## src/rtl/core/ntt_pkg.sv

```systemverilog
// Package for the note-to-tone timing block: register indexes, ratios, widths.
// No dependencies.
package ntt_pkg;

  localparam logic [1:0] REG_BASE_PITCH = 2'd0;
  localparam logic [1:0] REG_TRANSPOSE  = 2'd1;
  localparam logic [1:0] REG_TEMPO      = 2'd2;

  localparam logic [31:0] RATIO_UP_Q30 = 32'd1137589835;
  localparam logic [31:0] RATIO_DN_Q32 = 32'd4053909305;

  localparam logic [21:0] BASE_PITCH_RST = 22'd112640;
  localparam logic [6:0]  TRANSPOSE_RST  = 7'd0;
  localparam logic [9:0]  TEMPO_RST      = 10'd60;

  localparam logic [15:0] SAT16 = 16'hFFFF;

  typedef enum logic [1:0] {B_IDLE, B_DOWN, B_UP} build_t;

endpackage

```

## src/rtl/core/ntt_table_build.sv

```systemverilog
// Note table builder: rebuilds the frequency table one entry a cycle.
// Depends on ntt_pkg. The table is a memory read through one registered port.
module ntt_table_build #(
  parameter int NOTE_COUNT      = 88,
  parameter int REFERENCE_INDEX = 48,
  localparam int IW             = $clog2(NOTE_COUNT)
) (
  input  logic          clk,
  input  logic          rst,
  input  logic          start,
  input  logic [21:0]   base_pitch,
  output logic          busy,
  input  logic          rd_en,
  input  logic [IW-1:0] rd_addr,
  output logic [15:0]   rd_data
);
  import ntt_pkg::*;

  build_t        state, state_next;
  logic [31:0]   v;
  logic [31:0]   v_next;
  logic [IW-1:0] idx, idx_next;
  logic          we;
  logic [IW-1:0] waddr;
  logic [15:0]   wdata;
  logic [15:0]   mem [NOTE_COUNT];
  logic [63:0]   prod_dn, prod_up;
  logic [33:0]   up_shift;

  localparam logic [IW-1:0] REF_I  = IW'(REFERENCE_INDEX);
  localparam logic [IW-1:0] LAST_I = IW'(NOTE_COUNT - 1);

  assign prod_dn  = 64'(v) * 64'(RATIO_DN_Q32);
  assign prod_up  = 64'(v) * 64'(RATIO_UP_Q30);
  assign up_shift = prod_up[63:30];
  assign busy     = (state != B_IDLE);

  always_comb begin
    state_next = state;
    v_next     = v;
    idx_next   = idx;
    we         = 1'b0;
    waddr      = idx;
    wdata      = v[31:16];
    unique case (state)
      B_IDLE: begin
        if (start) begin
          // write the reference entry, then walk down, or up when it is entry 0
          v_next   = {2'b00, base_pitch, 8'h00};
          we       = 1'b1;
          waddr    = REF_I;
          wdata    = {2'b00, base_pitch[21:8]};
          idx_next = REF_I;
          if (REFERENCE_INDEX == 0) state_next = B_UP;
          else state_next = B_DOWN;
        end
      end
      B_DOWN: begin
        v_next = prod_dn[63:32];
        we     = 1'b1;
        waddr  = idx - IW'(1);
        wdata  = prod_dn[63:48];
        idx_next = idx - IW'(1);
        if (idx == IW'(1)) begin
          // restart from the reference going up, unless it is the last entry
          v_next     = {2'b00, base_pitch, 8'h00};
          idx_next   = REF_I;
          state_next = (REF_I == LAST_I) ? B_IDLE : B_UP;
        end
      end
      B_UP: begin
        v_next   = (|up_shift[33:32]) ? 32'hFFFF_FFFF : up_shift[31:0];
        we       = 1'b1;
        waddr    = idx + IW'(1);
        wdata    = v_next[31:16];
        idx_next = idx + IW'(1);
        if (idx + IW'(1) == LAST_I) state_next = B_IDLE;
      end
      default: state_next = B_IDLE;
    endcase
  end

  always_ff @(posedge clk) begin
    if (rst) begin
      state <= B_IDLE;
    end else begin
      state <= state_next;
    end
    v   <= v_next;
    idx <= idx_next;
  end

  always_ff @(posedge clk) begin
    if (we) mem[waddr] <= wdata;
  end

  always_ff @(posedge clk) begin
    if (rd_en) rd_data <= mem[rd_addr];
  end

endmodule

```

## config.mk

```make
export PLATFORM = sky130hd
export DESIGN_NAME = ntt_table_build
export DESIGN_NICKNAME = d
export VERILOG_FILES = /design/src/rtl/core/ntt_pkg.sv /design/src/rtl/core/ntt_table_build.sv
export SDC_FILE = /design/constraint.sdc
export NUM_CORES = 2
export LEC_CHECK = 0
export BUFFER_PORTS_ARGS = -buffer_cell sky130_fd_sc_hd__buf_2
export CAP_MARGIN = 10
export CORE_MARGIN = 1
export CORE_UTILIZATION = 45
export DETAILED_ROUTE_END_ITERATION = 10
export GPL_TIMING_DRIVEN = 0
export PLACE_DENSITY = 0.67
export RECOVER_POWER = 25
export SETUP_SLACK_MARGIN = 0.15
export SYNTH_ARGS = -nofsm -noshare
export SYNTH_HDL_FRONTEND = slang
export SYNTH_SLANG_ARGS = --single-unit
```

## constraint.sdc

```tcl
create_clock -name clk -period 11.1 [get_ports clk]
set_input_delay 0.555 -clock clk [delete_from_list [all_inputs] [get_ports clk]]
set_output_delay 0.555 -clock clk [all_outputs]
set_load 0.005 [all_outputs]
```

* After elaboration in Yosys (flattened, before gate mapping) *
Memories as Yosys holds them, arrays and structs flattened. A register that Yosys moved wholly into a read port is not among the register bits.
Cells that the tools add are included.

storage, ports and cells
  bits in registers = 41
  RAM bits = 1408
  bits of input ports = 33
  output and inout bits = 17
  word-level logic and storage cells = 39
  memories kept = 1

memories
  name  words  width  rd ports  clocked after memory_dff  wr ports  line                   RTL
  mem   88     16     1         1                         1         ntt_table_build.sv:26  logic [15:0] mem [NOTE_COUNT];

operators by class
  add/subtract/negate cells = 2
  multipliers = 2
  eq/ne operators = 7
  mux-type cells = 18
  reduce and logical (&&, ||, !) cells = 6

operator list
  kind                                                 number
  two-way mux 32 bit                                   3
  case mux 32 bit (3 select lines)                     1
  multiplier 32 x 32 -> 64 bit, second input constant  1
  multiplier 32 x 31 -> 63 bit, second input constant  1
  case mux 16 bit (3 select lines)                     1
  case mux 7 bit (3 select lines)                      2
  two-way mux 16 bit                                   1
  two-way mux 7 bit                                    2
  adder 7 x 1 -> 7 bit, second input constant          1
  equality test 7 x 1 -> 1 bit, second input constant  1
  equality test 7 bit, second input constant           1
  subtractor 7 x 1 -> 7 bit, second input constant     1
  two-way mux 2 bit                                    3
  inequality test 2 bit, second input constant         3
  case mux 2 bit (3 select lines)                      1
  two-way mux 1 bit                                    3
  AND reduction 3 bit                                  1
  nonzero test 3 bit                                   1
  equality test 2 x 1 -> 1 bit, second input constant  1
  equality test 2 bit, second input constant           1
  zero test 2 bit                                      1
  case mux 1 bit (2 select lines)                      1
  AND reduction 2 bit                                  1
  nonzero test 2 bit                                   1
  OR reduction 2 bit                                   1

* Longest topological paths before layout *
  depth in word-level cells = 5
  mapped depth = 28
  gate-level depth less buffers = 27

* Worst setup path before layout *
OpenSTA, ideal clock, no wires.

  path type = register -> register
  start = register v[23]
  end = memory mem[0][13] (data pin)
  library setup time = 911 ps
  data arrival time = 10971 ps
  setup slack = -782 ps
  cell stages (with the launch flop) = 28
  buffers on the path = 0
  clock period less this slack = 11882 ps
  cell sequence = edfxtp_1 > inv_1 > fa_1 > inv_1 > fa_1 > inv_1 > fa_1 > inv_1 > fa_1 > inv_1 > fa_1 > inv_1 > fa_1 > fa_1 > inv_1 > fa_1 > inv_1 > ha_1 > and3_1 > and2_1 > a221oi_1 > or2_2 > a211oi_1 > o2111ai_1 > and3_1 > nor3_1 > a2111oi_0 > a211oi_1

on the way
  longest elaborated chain between the ends = 3
  elaborated cells between the ends (all ways) = 4

RTL lines
  item                                  line                   RTL
  start: declaration                    ntt_table_build.sv:20  logic [31:0] v;
  start signal: assignment              ntt_table_build.sv:89  v <= v_next;
  multiplier 32 x 31 -> 63 bit          ntt_table_build.sv:34  assign prod_up = 64'(v) * 64'(RATIO_UP_Q30);
  two-way mux 32 bit                    ntt_table_build.sv:72  v_next = (|up_shift[33:32]) ? 32'hFFFF_FFFF : up_shift[31:0];
  case mux 16 bit (3 select lines) (*)  ntt_table_build.sv:45  unique case (state)
  named net wdata[13]                   ntt_table_build.sv:25  logic [15:0] wdata;
  end: declaration                      ntt_table_build.sv:26

The timed path passes the listed nets; every way through them passes the cells marked *.

* Worst setup path after layout *
  start = register v[1]
  end = memory mem[30][2] (data pin)

The elaborated chain is that of the path after synthesis.

==> impl_metrics.json <==
{
  "status": "finished with violations",
  "failed_checks": "capacitance limit, slew limit",
  "drt_iter0_drc": 5857,
  "cts_made_buffers": 147,
  "whs_ps": 131,
  "via_per_inst": 5.75,
  "synthMostInstantiatedCell": "edfxtp_1",
  "yosysWarnings": 0,
  "seq_area_mm2": 0.0440,
  "core_region_area_mm2": 0.198,
  "grt_first_pass_wirelength_um": 368000,
  "synth_top_area_frac": 0.488,
  "slew_violations": 54,
  "slew_headroom": -0.0954,
  "initial_core_util": 0.454,
  "fin_area_mm2": 0.100,
  "layout.nets": 7713,
  "die_area_mm2": 0.202,
  "track_usage": 0.252,
  "synth_ff_type": "edfxtp_1",
  "setup_viol": 0,
  "clkTransAtPathRegs_ps": 60,
  "fin_crit_ps": 10790,
  "drive_gt1_frac": 0.147,
  "min_path_type": "primary input to flop",
  "fillers": 16271,
  "placed_cells": 8656,
  "top_level_ports": 50,
  "worstMarginPinSlew_ps": 1640,
  "period_share": 0.972,
  "cts_sinks": 1465,
  "rsz0062_at_grt": "false",
  "synth_commonest_cells": "edfxtp_1, inv_1, fa_1",
  "endpoint_kind": "flop",
  "synthDistinctLibCells": 82,
  "async_reset_ff_frac": 0,
  "synth_enable_flop_cells": 1463,
  "cts_tree": "done",
  "yosysTopAreaCell": "edfxtp_1",
  "ctsLongestPathBuffers": 3,
  "ys_ff_latch": 1465,
  "synth_area_mm2": 0.0899,
  "wirelength_um": 252000,
  "multi_input_area_mm2": 0.0414,
  "area_delta_synth_final_pct": 11.7,
  "final_cells": 8975,
  "drtAntennaViolNets": 0,
  "h-tree-depth": 4,
  "required_ps": 11650,
  "root_buffer": "clkbuf_16",
  "drv_cap": 2,
  "clk_latency_ps": 760,
  "route.detailed.drc": 0,
  "io_buffers": 43,
  "critical_path_class": "flop to flop",
  "grt_overflow": 0,
  "dieHeight_um": 449,
  "synth_top_cells_by_area": "edfxtp_1, fa_1, mux4_2",
  "grt_pass1_vias": 53360,
  "setup_ws_ps": 310,
  "dpl.hpwl_um": 196000,
  "grt_max_degree": 89,
  "place_ws_ps": -649,
  "antenna_found_initial": 8,
  "num_rows": 163,
  "drt-pass1-iter-count": 6,
  "finClkSkew_ps": 34.9,
  "crit_fanout": 36,
  "crit_arrival_ps": 11340,
  "start_kind": "flop",
  "synth_cells": 5858,
  "place_congestion": 0.971,
  "syn-num-nets": 7358,
  "place_area_mm2": 0.0959,
  "die_w_um": 449,
  "dr_total_vias": 51631,
  "synth.avg_cell_area_um2": 15.4,
  "ys_seq_area_frac": 0.489,
  "finalHoldViolations": 0,
  "wl_per_cell_um": 28.1,
  "fmax_mhz": 92.7
}
## per-layer routing
layer,vias up,global-route usage,wire [um],share of wire
li1,21809,-,-,-
met4,2,0.104,11900,0.047
met5,-,0,13,0.000052
met2,2454,0.405,120000,0.48
met3,451,0.0429,20600,0.082
met1,26915,0.342,99600,0.39
## cells in the final DEF, fill, tap and decap left out, drive strengths merged, types with 149 or more instances in the layout
master  instances
mux4          448
nor2          176
a21oi         149
nand2         182
inv          1104
buf           203
fa            751
ha            716
edfxtp       1463
clkbuf        363
## timing repair
action	4_1_cts	5_1_grt
gates resized for setup	1	3
cloned	0	0
pin swaps	0	1
endpoints found under the hold margin	2	0
endpoints found under the setup margin	879	299
buffers inserted	13	30
hold buffers	1	0
## metrics by stage
step / utilization / TNS, ps
6_report: 0.507 / 0
3_3_place_gp: 0.472 / -6731140
2_1_floorplan: - / 0
4_1_cts: 0.509 / 0
5_1_grt: 0.507 / 0
3_5_place_dp: 0.484 / -109450
## layout make-up
cell class	instances	share of cell area
tap	2640	0.0329
buffer	184	0.00754
clock inverter	86	0.00895
sequential	1465	0.438
inverter	1096	0.0409
antenna	7	0.000174
clock buffer	178	0.0385
timing repair buffer	206	0.0215
multi-input combinational	3113	0.412
## sequential cells by signal, indices dropped and copies added (netlist names)
name     cells
v           32
state        2
rd_data     16
mem       1408
idx          7
## logic make-up (layout without fill, tap and decap cells)
family,Yosys count,after routing,synth area share
muxes,475,475,0.115
DFF,1465,1465,0.489
and+or+nand+nor,539,539,0.0271
buffers and inverters,1280,1750,0.0542
other,0,7,0
AOI/OAI and AO/OA,559,559,0.0408
xor gates and xnor gates,73,73,0.00711
adders and majority gates,1467,1467,0.267
## worst max-delay path: stages (launching register included)
cell and delay (ps):
edfxtp_1 810, fa_1 1060, xor2_1 560, ha_1 430
inv_1 110, fa_1 430, fa_1 490, inv_1 60
fa_1 440, fa_1 450, fa_1 520, inv_1 50
fa_1 490, inv_1 40, ha_1 260, clkbuf_2 170
a21oi_1 250, o21ai_0 220, nor2_1 260, nand4_1 510
a32oi_1 510, a21boi_0 930, a21oi_1 280, o221ai_4 870
buf_12 290
## path summary, 6_finish.rpt
kind                  startpoint  depth (start not counted)  slack [ps]          to
setup / recovery            v[1]                         24         310  mem[30][2]
hold / removal    base_pitch[17]                          3         130       v[25]
setup reg to reg            v[1]                         24         310  mem[30][2]
hold reg to reg         state[1]                          2         540    state[1]
Power is not shown: default switching activity piles up to over one toggle a cycle in this logic, so the estimate is an artifact.
