### config.mk
export PLATFORM = sky130hd
export DESIGN_NAME = ntt_div_pipe
export DESIGN_NICKNAME = d
export VERILOG_FILES = /design/src/rtl/core/ntt_div_pipe.sv
export SDC_FILE = /design/constraint.sdc
export NUM_CORES = 1
export LEC_CHECK = 0
export BUFFER_PORTS_ARGS = -buffer_cell sky130_fd_sc_hd__buf_4
export CORE_MARGIN = 2
export CORE_UTILIZATION = 55
export DETAILED_ROUTE_END_ITERATION = 8
export PLACE_DENSITY = 0.71
export SETUP_SLACK_MARGIN = 0.2
export SLEW_MARGIN = 10
export SYNTH_ARGS = -nofsm -noshare
export SYNTH_HDL_FRONTEND = slang
export SYNTH_SLANG_ARGS = --single-unit
### constraint.sdc
create_clock -name clk -period 11 [get_ports clk]
set_input_delay 2.2 -clock clk [delete_from_list [all_inputs] [get_ports clk]]
set_output_delay 2.2 -clock clk [all_outputs]
set_load 0.02 [all_outputs]
### src/rtl/core/ntt_div_pipe.sv
// Pipelined restoring divider: 22-bit dividend by 10-bit divisor, two bits a stage.
// No package dependency. Quotient is saturated to 16 bits at the output.
module ntt_div_pipe (
  input  logic        clk,
  input  logic        en,
  input  logic [21:0] dividend,
  input  logic [9:0]  divisor,
  output logic [15:0] quotient
);
  localparam int STAGES = 11;

  logic [21:0] num  [STAGES+1];
  logic [10:0] rem  [STAGES+1];
  logic [9:0]  dvs  [STAGES+1];

  always_comb begin
    num[0] = dividend;
    rem[0] = '0;
    dvs[0] = divisor;
  end

  for (genvar s = 0; s < STAGES; s++) begin : g_stage
    logic [21:0] n1, n2;
    logic [10:0] r1, r2;
    logic [11:0] t1, t2;
    always_comb begin
      t1 = {rem[s], num[s][21]};
      if (t1 >= {2'b00, dvs[s]}) begin
        r1 = 11'(t1 - {2'b00, dvs[s]});
        n1 = {num[s][20:0], 1'b1};
      end else begin
        r1 = t1[10:0];
        n1 = {num[s][20:0], 1'b0};
      end
      t2 = {r1, n1[21]};
      if (t2 >= {2'b00, dvs[s]}) begin
        r2 = 11'(t2 - {2'b00, dvs[s]});
        n2 = {n1[20:0], 1'b1};
      end else begin
        r2 = t2[10:0];
        n2 = {n1[20:0], 1'b0};
      end
    end
    always_ff @(posedge clk) begin
      if (en) begin
        num[s+1] <= n2;
        rem[s+1] <= r2;
        dvs[s+1] <= dvs[s];
      end
    end
  end

  // zero divisor gives all ones, which also saturates
  always_comb begin
    if (dvs[STAGES] == '0 || |num[STAGES][21:16]) quotient = 16'hFFFF;
    else quotient = num[STAGES][15:0];
  end

endmodule

Yosys cells after proc, flatten, opt, wreduce, memory -nomap -nowiden
Cells that the tools add are included.
{"block": "op_classes", "n_mux": 44, "n_addsub": 21, "n_reduce_logical": 3, "order_cmp": 22}
{"operator": ">= comparator 12 x 10 -> 1 bit", "count": 21}
{"operator": "2-to-1 mux 11 bit", "count": 21}
{"operator": "subtractor 11 x 10 -> 11 bit", "count": 20}
{"operator": "2-to-1 mux 1 bit", "count": 22}
{"operator": "2-to-1 mux 16 bit", "count": 1}
{"operator": "subtractor 1 x 10 -> 11 bit", "count": 1}
{"operator": ">= comparator 1 x 10 -> 1 bit", "count": 1}
{"operator": "logical NOT 10 bit", "count": 1}
{"operator": "OR reduction 6 bit", "count": 1}
{"operator": "logical OR 1 bit", "count": 1}
{"block": "word_totals", "ff_bits": 462, "inputBits": 34, "wordCells": 122, "output_inout_bits": 16}

Longest topological paths before layout
Gate-level depths: netlist (run 1).
{"block": "depth", "depth_word": 4, "ltp_mapped": 22, "depth_no_buf": 20}

Least setup slack after synthesis (run 1)
Ideal clock, no wire load.
{"block": "synth_timing", "path_kind": "input to register", "startpoint": "input dividend[21]", "endpoint": "register rem, in the netlist g_stage[1].t1[3], data pin", "arrival_time_ps": 5337, "n_path_buf": 1, "setup_ps": 260, "stages": 15, "t_required_ps": 10740, "setup_slack_ps": 5403, "path_cell_list": "inv_1 > ha_1 > o21ai_0 > inv_1 > and2_1 > ha_1 > a21o_1 > a21oi_1 > o21bai_1 > a31oi_1 > o21ai_0 > a21o_1 > nor4_1 > buf_2 > mux2_2"}
{"block": "synth_between", "elab_chain_len": 4, "elab_cells_between_ends": 6, "classes_between": "add/sub: 2; order compare: 2; mux: 2"}
{"element": "start: declaration", "line": "6", "source": "input logic [21:0] dividend,"}
{"element": "subtractor 1 x 10 -> 11 bit or >= comparator 1 x 10 -> 1 bit (tied branches)", "line": "29, 28"}
{"element": "2-to-1 mux 11 bit (*)", "line": "28", "source": "if (t1 >= {2'b00, dvs[s]}) begin"}
{"element": "subtractor 11 x 10 -> 11 bit or >= comparator 12 x 10 -> 1 bit (tied branches)", "line": "37, 36"}
{"element": "2-to-1 mux 11 bit (*)", "line": "36", "source": "if (t2 >= {2'b00, dvs[s]}) begin"}
{"element": "named net g_stage[0].r2[2]", "line": "24", "source": "logic [10:0] r1, r2;"}
{"element": "end signal: indexed assignment", "line": "47", "source": "rem[s+1] <= r2;"}
{"element": "end: declaration", "line": "13", "source": "logic [10:0] rem [STAGES+1];"}
The timed path passes the listed nets; every way through them passes the cells marked *.
A chain may end at the register's enable or synchronous reset.

Worst setup path after layout (run 1)
{"block": "layout_timing", "startpoint": "register dvs[80] (netlist name)", "endpoint": "register rem, in the netlist g_stage[4].t1[7], data pin"}
{"block": "layout_between", "elab_chain_len": 4, "elab_cells_between_ends": 6, "classes_between": "add/sub: 2; order compare: 2; mux: 2"}
{"element": "start: declaration", "line": "14", "source": "logic [9:0] dvs [STAGES+1];"}
{"element": "start signal: indexed assignment", "line": "48", "source": "dvs[s+1] <= dvs[s];"}
{"element": "subtractor 11 x 10 -> 11 bit or >= comparator 12 x 10 -> 1 bit (tied branches)", "line": "29, 28"}
{"element": "2-to-1 mux 11 bit", "line": "28"}
{"element": "subtractor 11 x 10 -> 11 bit or >= comparator 12 x 10 -> 1 bit (tied branches)", "line": "37, 36"}
{"element": "2-to-1 mux 11 bit (*)", "line": "36"}
{"element": "named net g_stage[3].r2[6]", "line": "24"}
Marked as above.

==> results of run 1 <==
-- layout by cell type, fill, tap and decap left out, types with 24 or more instances in the layout --
cell | Yosys | layout
nand2b_1 | 35 | 35
o21ai_0 | 98 | 98
o21a_1 | 32 | 32
a21oi_1 | 142 | 142
or2_2 | 24 | 24
mux2_2 | 82 | 82
inv_1 | 186 | 186
nand2_1 | 77 | 77
clkbuf_16 | 0 | 49
xor2_1 | 51 | 51
nor2b_1 | 36 | 36
nor3_1 | 55 | 55
xnor2_1 | 90 | 90
buf_4 | 4 | 58
nor2_1 | 145 | 145
edfxtp_1 | 462 | 462
nand4_1 | 31 | 31
ha_1 | 212 | 212
mux2i_1 | 29 | 29
a21o_1 | 34 | 34
-- worst max-delay path: stages, from the launching register on --
cell and delay, ps:
edfxtp_1 440, ha_1 260, fa_1 400, nand2b_1 160, a21oi_1 370, a41o_1 200, a2111oi_2 80, nor2_2 580
nor2_1 90, a21oi_1 200, ha_1 300, nor2b_1 140, o21ai_0 140, nand2b_1 140, nor2b_1 160, a2111oi_1 480
o21ai_0 280, nor3b_2 750, mux2_2 420
-- metrics by stage --
stage / util, % / instances
after detailed placement: 58.1 / 2776
after CTS: 61.4 / 2863
after floorplan: - / 2137
after global placement: 58.1 / 2776
after global routing: 61.4 / 2863
final: 61.4 / 2864
-- sequential cells by signal (all words and copies together), names as in the netlist --
signal      cells
num           232
g_stage.t1    120
dvs           110
-- area by class of cell --
cell class	instances	share of cell area [%]
Antenna cell	1	0.00874
Timing Repair Buffer	59	1.57
Inverter	187	2.45
Clock inverter	31	0.952
Clock buffer	56	4.37
Multi-Input combinational cell	1461	39.6
Sequential cell	462	48.4
Tap cell	607	2.65
-- worst paths after layout --
check	start	depth (start not counted)	end
setup / recovery	dvs[80]	18	g_stage[4].t1[7]
hold / removal	num[47]	0	num[27]
setup reg to reg	dvs[80]	18	g_stage[4].t1[7]
hold reg to reg	num[47]	0	num[27]
-- cells by family after synthesis --
| group | count (synthesis) | share of synthesized area (%) |
|---|---|---|
| and+or+nand+nor | 500 | 9.91 |
| DFF | 462 | 53.3 |
| AOI/OAI and AO/OA | 460 | 11.6 |
| adders and majority gates | 232 | 11.7 |
| buffers and inverters | 214 | 3.26 |
| xor gates and xnor gates | 141 | 4.74 |
| muxes | 128 | 5.52 |
-- per-layer routing --
metal / up-vias / share of wire, % / global-route usage, %
met1: 7940 / 48 / 29.9
met3: 93 / 4.4 / 3.39
li1: 8165 / - / -
met5: - / 0.020 / 0
met2: 378 / 45 / 32.7
met4: 2 / 2.2 / 5.36
-- where the power goes --
group          total [mW]  switching, mW  internal (mW)  leakage [nW]
registers            2.78          0.191           2.59          4.48
clock network        1.56          0.655          0.909         0.729
logic                5.75           3.05           2.69          6.04
total                10.1           3.90           6.19          11.2
==> metrics.txt, run 1 <==
maximum frequency from static timing analysis 171 MHz; layout cells sized above 1 12.4%; largest fanout of any net on the critical path 17; slew at the pin closest to its max-slew limit 967 ps; Bufs on Longest Clock Path 3; cell types with the highest counts after synthesis edfxtp_1, ha_1, inv_1, nor2_1, a21oi_1; Tcrit/Tclk final 53.1%; overall power 10.1 mW; fillers 3,641; number of warnings issued by yosys 0; data arrival time at the worst-slack endpoint 6170 ps; portion of the post-synthesis area used by sequential elements 53.3%; setup TNS after final layout 0 ps; dpl cell area 27,100 um^2; worst setup path class register to register; Hold WC Path Type register to register; pin count of the biggest net entering global routing 111; worst hold slack 412 ps; clock tree from TritonCTS done; clock tree root driver cell clkbuf_16; worst slack at placement 4880 ps; Post-route DRC 2; cell area after layout 28,600 um^2; run status finished, violations left; cell types occupying the most area after synthesis edfxtp_1, ha_1, mux2_2; final routed wire length divided by cell count 17.8 um; Min Clock Period, post-route 5850 ps; core area 46,700 um^2; clock sinks 462; CTS H-tree depth 2; final setup slack of the worst path 5150 ps; post-route ant nets 0; number of nets in the final layout 2,485; Total GRT Usage 20.7%; first-pass GRT wire length 82,400 um; clk slew on worst S/H paths 60 ps; CTS hold repair buffers 0; hold violation total from the final report 0; Die Wd 222 um; via count of the first global-routing pass 16,100; vertical die dimension 222 um; RSZ-0062 raised after global routing false; post-CTS setup buffer count 0; Clock Skews 14.7 ps; Post-synth EDFFs 462; proportion of register bits with asynchronous set or reset after synthesis 0%; routed vias 16,600; violations in the final reports design-rule violations; IR Drop Worst-Case VDD 168 uV; Worst-Skew Late Latency 580 ps; antenna violations before repair 1; last weighted congestion value of the routability-driven placer 0.878; Synth area leader edfxtp_1; required arrival time at the worst endpoint 11,320 ps; number of distinct standard cells referenced by the synthesized netlist 97; syn_nets 2,403; Starting Density 55.8%; Detailed Route WL 50,900 um; leakage power total 11.2 nW; max-cap violation count 0; DP Wirelength 37,800 um; cell with the most instances after synthesis edfxtp_1; count of TritonRoute iterations in the first routing pass 7; most used flip-flop cell after synthesis edfxtp_1; Buffers on Ports 49; Power Dens Cells 352 nW/um^2; R2R setup slack 5150 ps; startpoint kind of the worst setup timing path register; detail-routed via count per cell 5.79; total congestion overflow 0; synthesis-stage register bit count 462; multi-input combinational cell area 11,300 um^2; FF/Latch Area 13,900 um^2; standard-cell row count 79; count of final max-slew check failures 0; synthesized area per cell 12.2 um^2; element type at the critical path end register; total die area 49,100 um^2; number of instances in the synthesized netlist 2,137; total clock buffers created by CTS 48; fraction of post-synthesis cell area in the top cell type by area 53.3%; Setup-failing EPs final 0; post-cts resize count 0; IO Pins 50; netlist area before placement 26,000 um^2; starting DRC count in detailed routing 1,375; Slew Limit Headroom 35.5%; layout overhead on the synthesized area 9.97%
(Power assumes the default switching activity.)
==> run 2, diff against run 1 <==
Clock period 11 ns to 6.1 ns, I/O delays scaled along.
==> run 2 against run 1 <==
Against the previous run:
- the flow still finishes with violations (design-rule violations)
- register-to-register slack lost 4400 ps
- worst setup slack lost 4400 ps
- non-clock buffer count grew 4
- count of clock-buffer cells in the layout grew 3
- die area is the same
- wire length grew 0.72%
- final area grew 1.0%
- sequential power grew 81%
- global-route usage grew 0.54 points
- total power grew 84%
- largest power group unchanged
==> metrics.txt, run 2 (synthesis gave the netlist of run 1 again) <==
standard cell with the maximum stage delay on the critical path a2111oi_1; logic depth of the worst register-to-register path 19; total congestion overflow 0; detail-routed via count per cell 5.73; count of final max-slew check failures 0; fillers 3,678; worst stage delay on the critical path 510 ps; worst hold path cell count 0; Bufs on Longest Clock Path 3; Die Wd 222 um; violations in the final reports design-rule violations; first-pass GRT wire length 83,600 um; Starting Density 55.8%; CTS H-tree depth 2; setup TNS after final layout 0 ps; max-cap violation count 0; element type at the critical path end register; via count of the first global-routing pass 16,100; Power Dens Cells 643 nW/um^2; data arrival time at the worst-slack endpoint 5670 ps; run status finished, violations left; count of buffer and inverter cells on the critical path 1; startpoint kind of the worst setup timing path register; top library cells by usage in the layout, fill and taps aside edfxtp_1, ha_1, inv_1; total clock buffers created by CTS 49; DP Wirelength 37,800 um; length of routed wiring on met1 24,800 um; Largest Register num; count of TritonRoute iterations in the first routing pass 7; number of flip-flops under the largest register name 232; Levels on crit path 19; IR Drop Worst-Case VDD 338 uV; clock sinks 462; net switching component of the power 7.03 mW; total die area 49,100 um^2; required arrival time at the worst endpoint 6440 ps; antenna violations before repair 0; Detailed Route WL 51,300 um; clock tree root driver cell clkbuf_16; Slew Limit Headroom 40.0%; leading cell type in the layout, fill and taps excluded edfxtp_1; hold violation total from the final report 0; standard-cell row count 79; Clock Skews 16.1 ps; sequential share of power 27.1%; clock tree from TritonCTS done; last weighted congestion value of the routability-driven placer 0.895; final routed wire length divided by cell count 17.9 um; IO Pins 50; switching part of the total 37.8%; n_diodes 0; routed vias 16,400; slew at the pin closest to its max-slew limit 900 ps; post-route ant nets 0; crit path cell chain ha_1 -> fa_1 -> nand2b_1 -> a21oi_1 -> a41o_1 -> a2111oi_2 -> nor2_4 -> nor2_1 -> a21oi_1 -> ha_1 -> nor2b_1 -> o21ai_0 -> nand2b_1 -> nor2b_1 -> a2111oi_1 -> o21ai_0 -> nor3b_2 -> buf_4 -> mux2_2; internal power summed over all cells 11.6 mW; number of nets in the final layout 2,490; worst setup path class register to register; largest fanout of any net on the critical path 17; Post-route DRC 1; cell area after layout 28,900 um^2; CTS hold repair buffers 0; DR WL met3 2270 um; Highest Signal Layer met4; starting DRC count in detailed routing 1,376; worst hold slack 412 ps; combinational group share of total power 55.6%; Total GRT Usage 21.2%; pin count of the biggest net entering global routing 131; Hold WC Path Type register to register; Min Clock Period, post-route 5330 ps; Buffers on Ports 49; vertical die dimension 222 um; leakage power total 11.4 nW; Tcrit/Tclk final 87.4%; clock group share of total power 17.3%; dpl cell area 27,200 um^2; core area 46,700 um^2; Setup-failing EPs final 0; metal2 WL 23,000 um; RSZ-0062 raised after global routing false; maximum frequency from static timing analysis 188 MHz; layout cells sized above 1 12.7%; layout overhead on the synthesized area 11.1%; Worst-Skew Late Latency 600 ps; clk slew on worst S/H paths 60 ps; overall power 18.6 mW; family of cells with the greatest summed delay on the critical path compound AO/OA/AOI/OAI gates
## run 2: changes by cell type in the layout (fill, tap and decap cells not counted), sizes merged
cell / change
clkinvlp: -2
clkbuf: +3
inv: +2
clkinv: -7
bufinv: +7
diode: -1
buf: +4
## run 2: final timing paths
| kind | to | from | slack [ps] |
|---|---|---|---|
| hold / removal | num[75] | num[95] | 410 |
| hold reg to reg | num[75] | num[95] | 410 |
| setup reg to reg | g_stage[4].t1[9] | dvs[80] | 770 |
| setup / recovery | g_stage[4].t1[9] | dvs[80] | 770 |
## run 2: power by group through the flow
stage / Combinational (mW) / Clock (mW) / Sequential (mW)
global placement: 10.0 / 0 / 5.09
finish: 10.3 / 3.22 / 5.04
detailed placement: 10.2 / 0 / 5.08
CTS: 10.3 / 3.29 / 5.03
floorplan: 8.36 / 0 / 4.90
global route: 11.5 / 3.42 / 5.10
## run 2: repair_timing
action	CTS	global route
endpoints found under the hold margin	0	0
setup endpoints to repair	0	6
setup buffers	0	0
gates resized for setup	0	1
## run 2: per-layer routing
| layer | vias to the layer above | track usage [%] |
|---|---|---|
| li1 | 8169 | - |
| met1 | 7832 | 30.9 |
| met2 | 353 | 33.1 |
| met3 | 79 | 3.34 |
| met4 | 0 | 6.02 |
| met5 | - | 0 |
## run 2: per-stage QoR
stage | cells | setup WS [ps] | util, %
5_1_grt | 2870 | 365 | 62.0
3_3_place_gp | 2780 | 696 | 58.3
3_5_place_dp | 2780 | 593 | 58.3
6_report | 2870 | 769 | 62.0
4_1_cts | 2870 | 567 | 62.0
2_1_floorplan | 2137 | 1290 | -
## run 2: worst register-to-register path: stages (launching register included)
cell and delay, ps:
edfxtp_1 420, ha_1 260, fa_1 410, nand2b_1 160
a21oi_1 330, a41o_1 160, a2111oi_2 80, nor2_4 380
nor2_1 70, a21oi_1 170, ha_1 300, nor2b_1 140
o21ai_0 170, nand2b_1 130, nor2b_1 150, a2111oi_1 510
o21ai_0 280, nor3b_2 350, buf_4 240, mux2_2 360
## run 2: final cells by class
type	instances	area [um^2]	share of cell area, %
Clock buffer	59	1310	4.51
Tap cell	607	759	2.62
Inverter	187	702	2.43
Multi-Input combinational cell	1461	11300	39.2
Clock inverter	31	445	1.54
Timing Repair Buffer	63	518	1.79
Sequential cell	462	13900	47.9
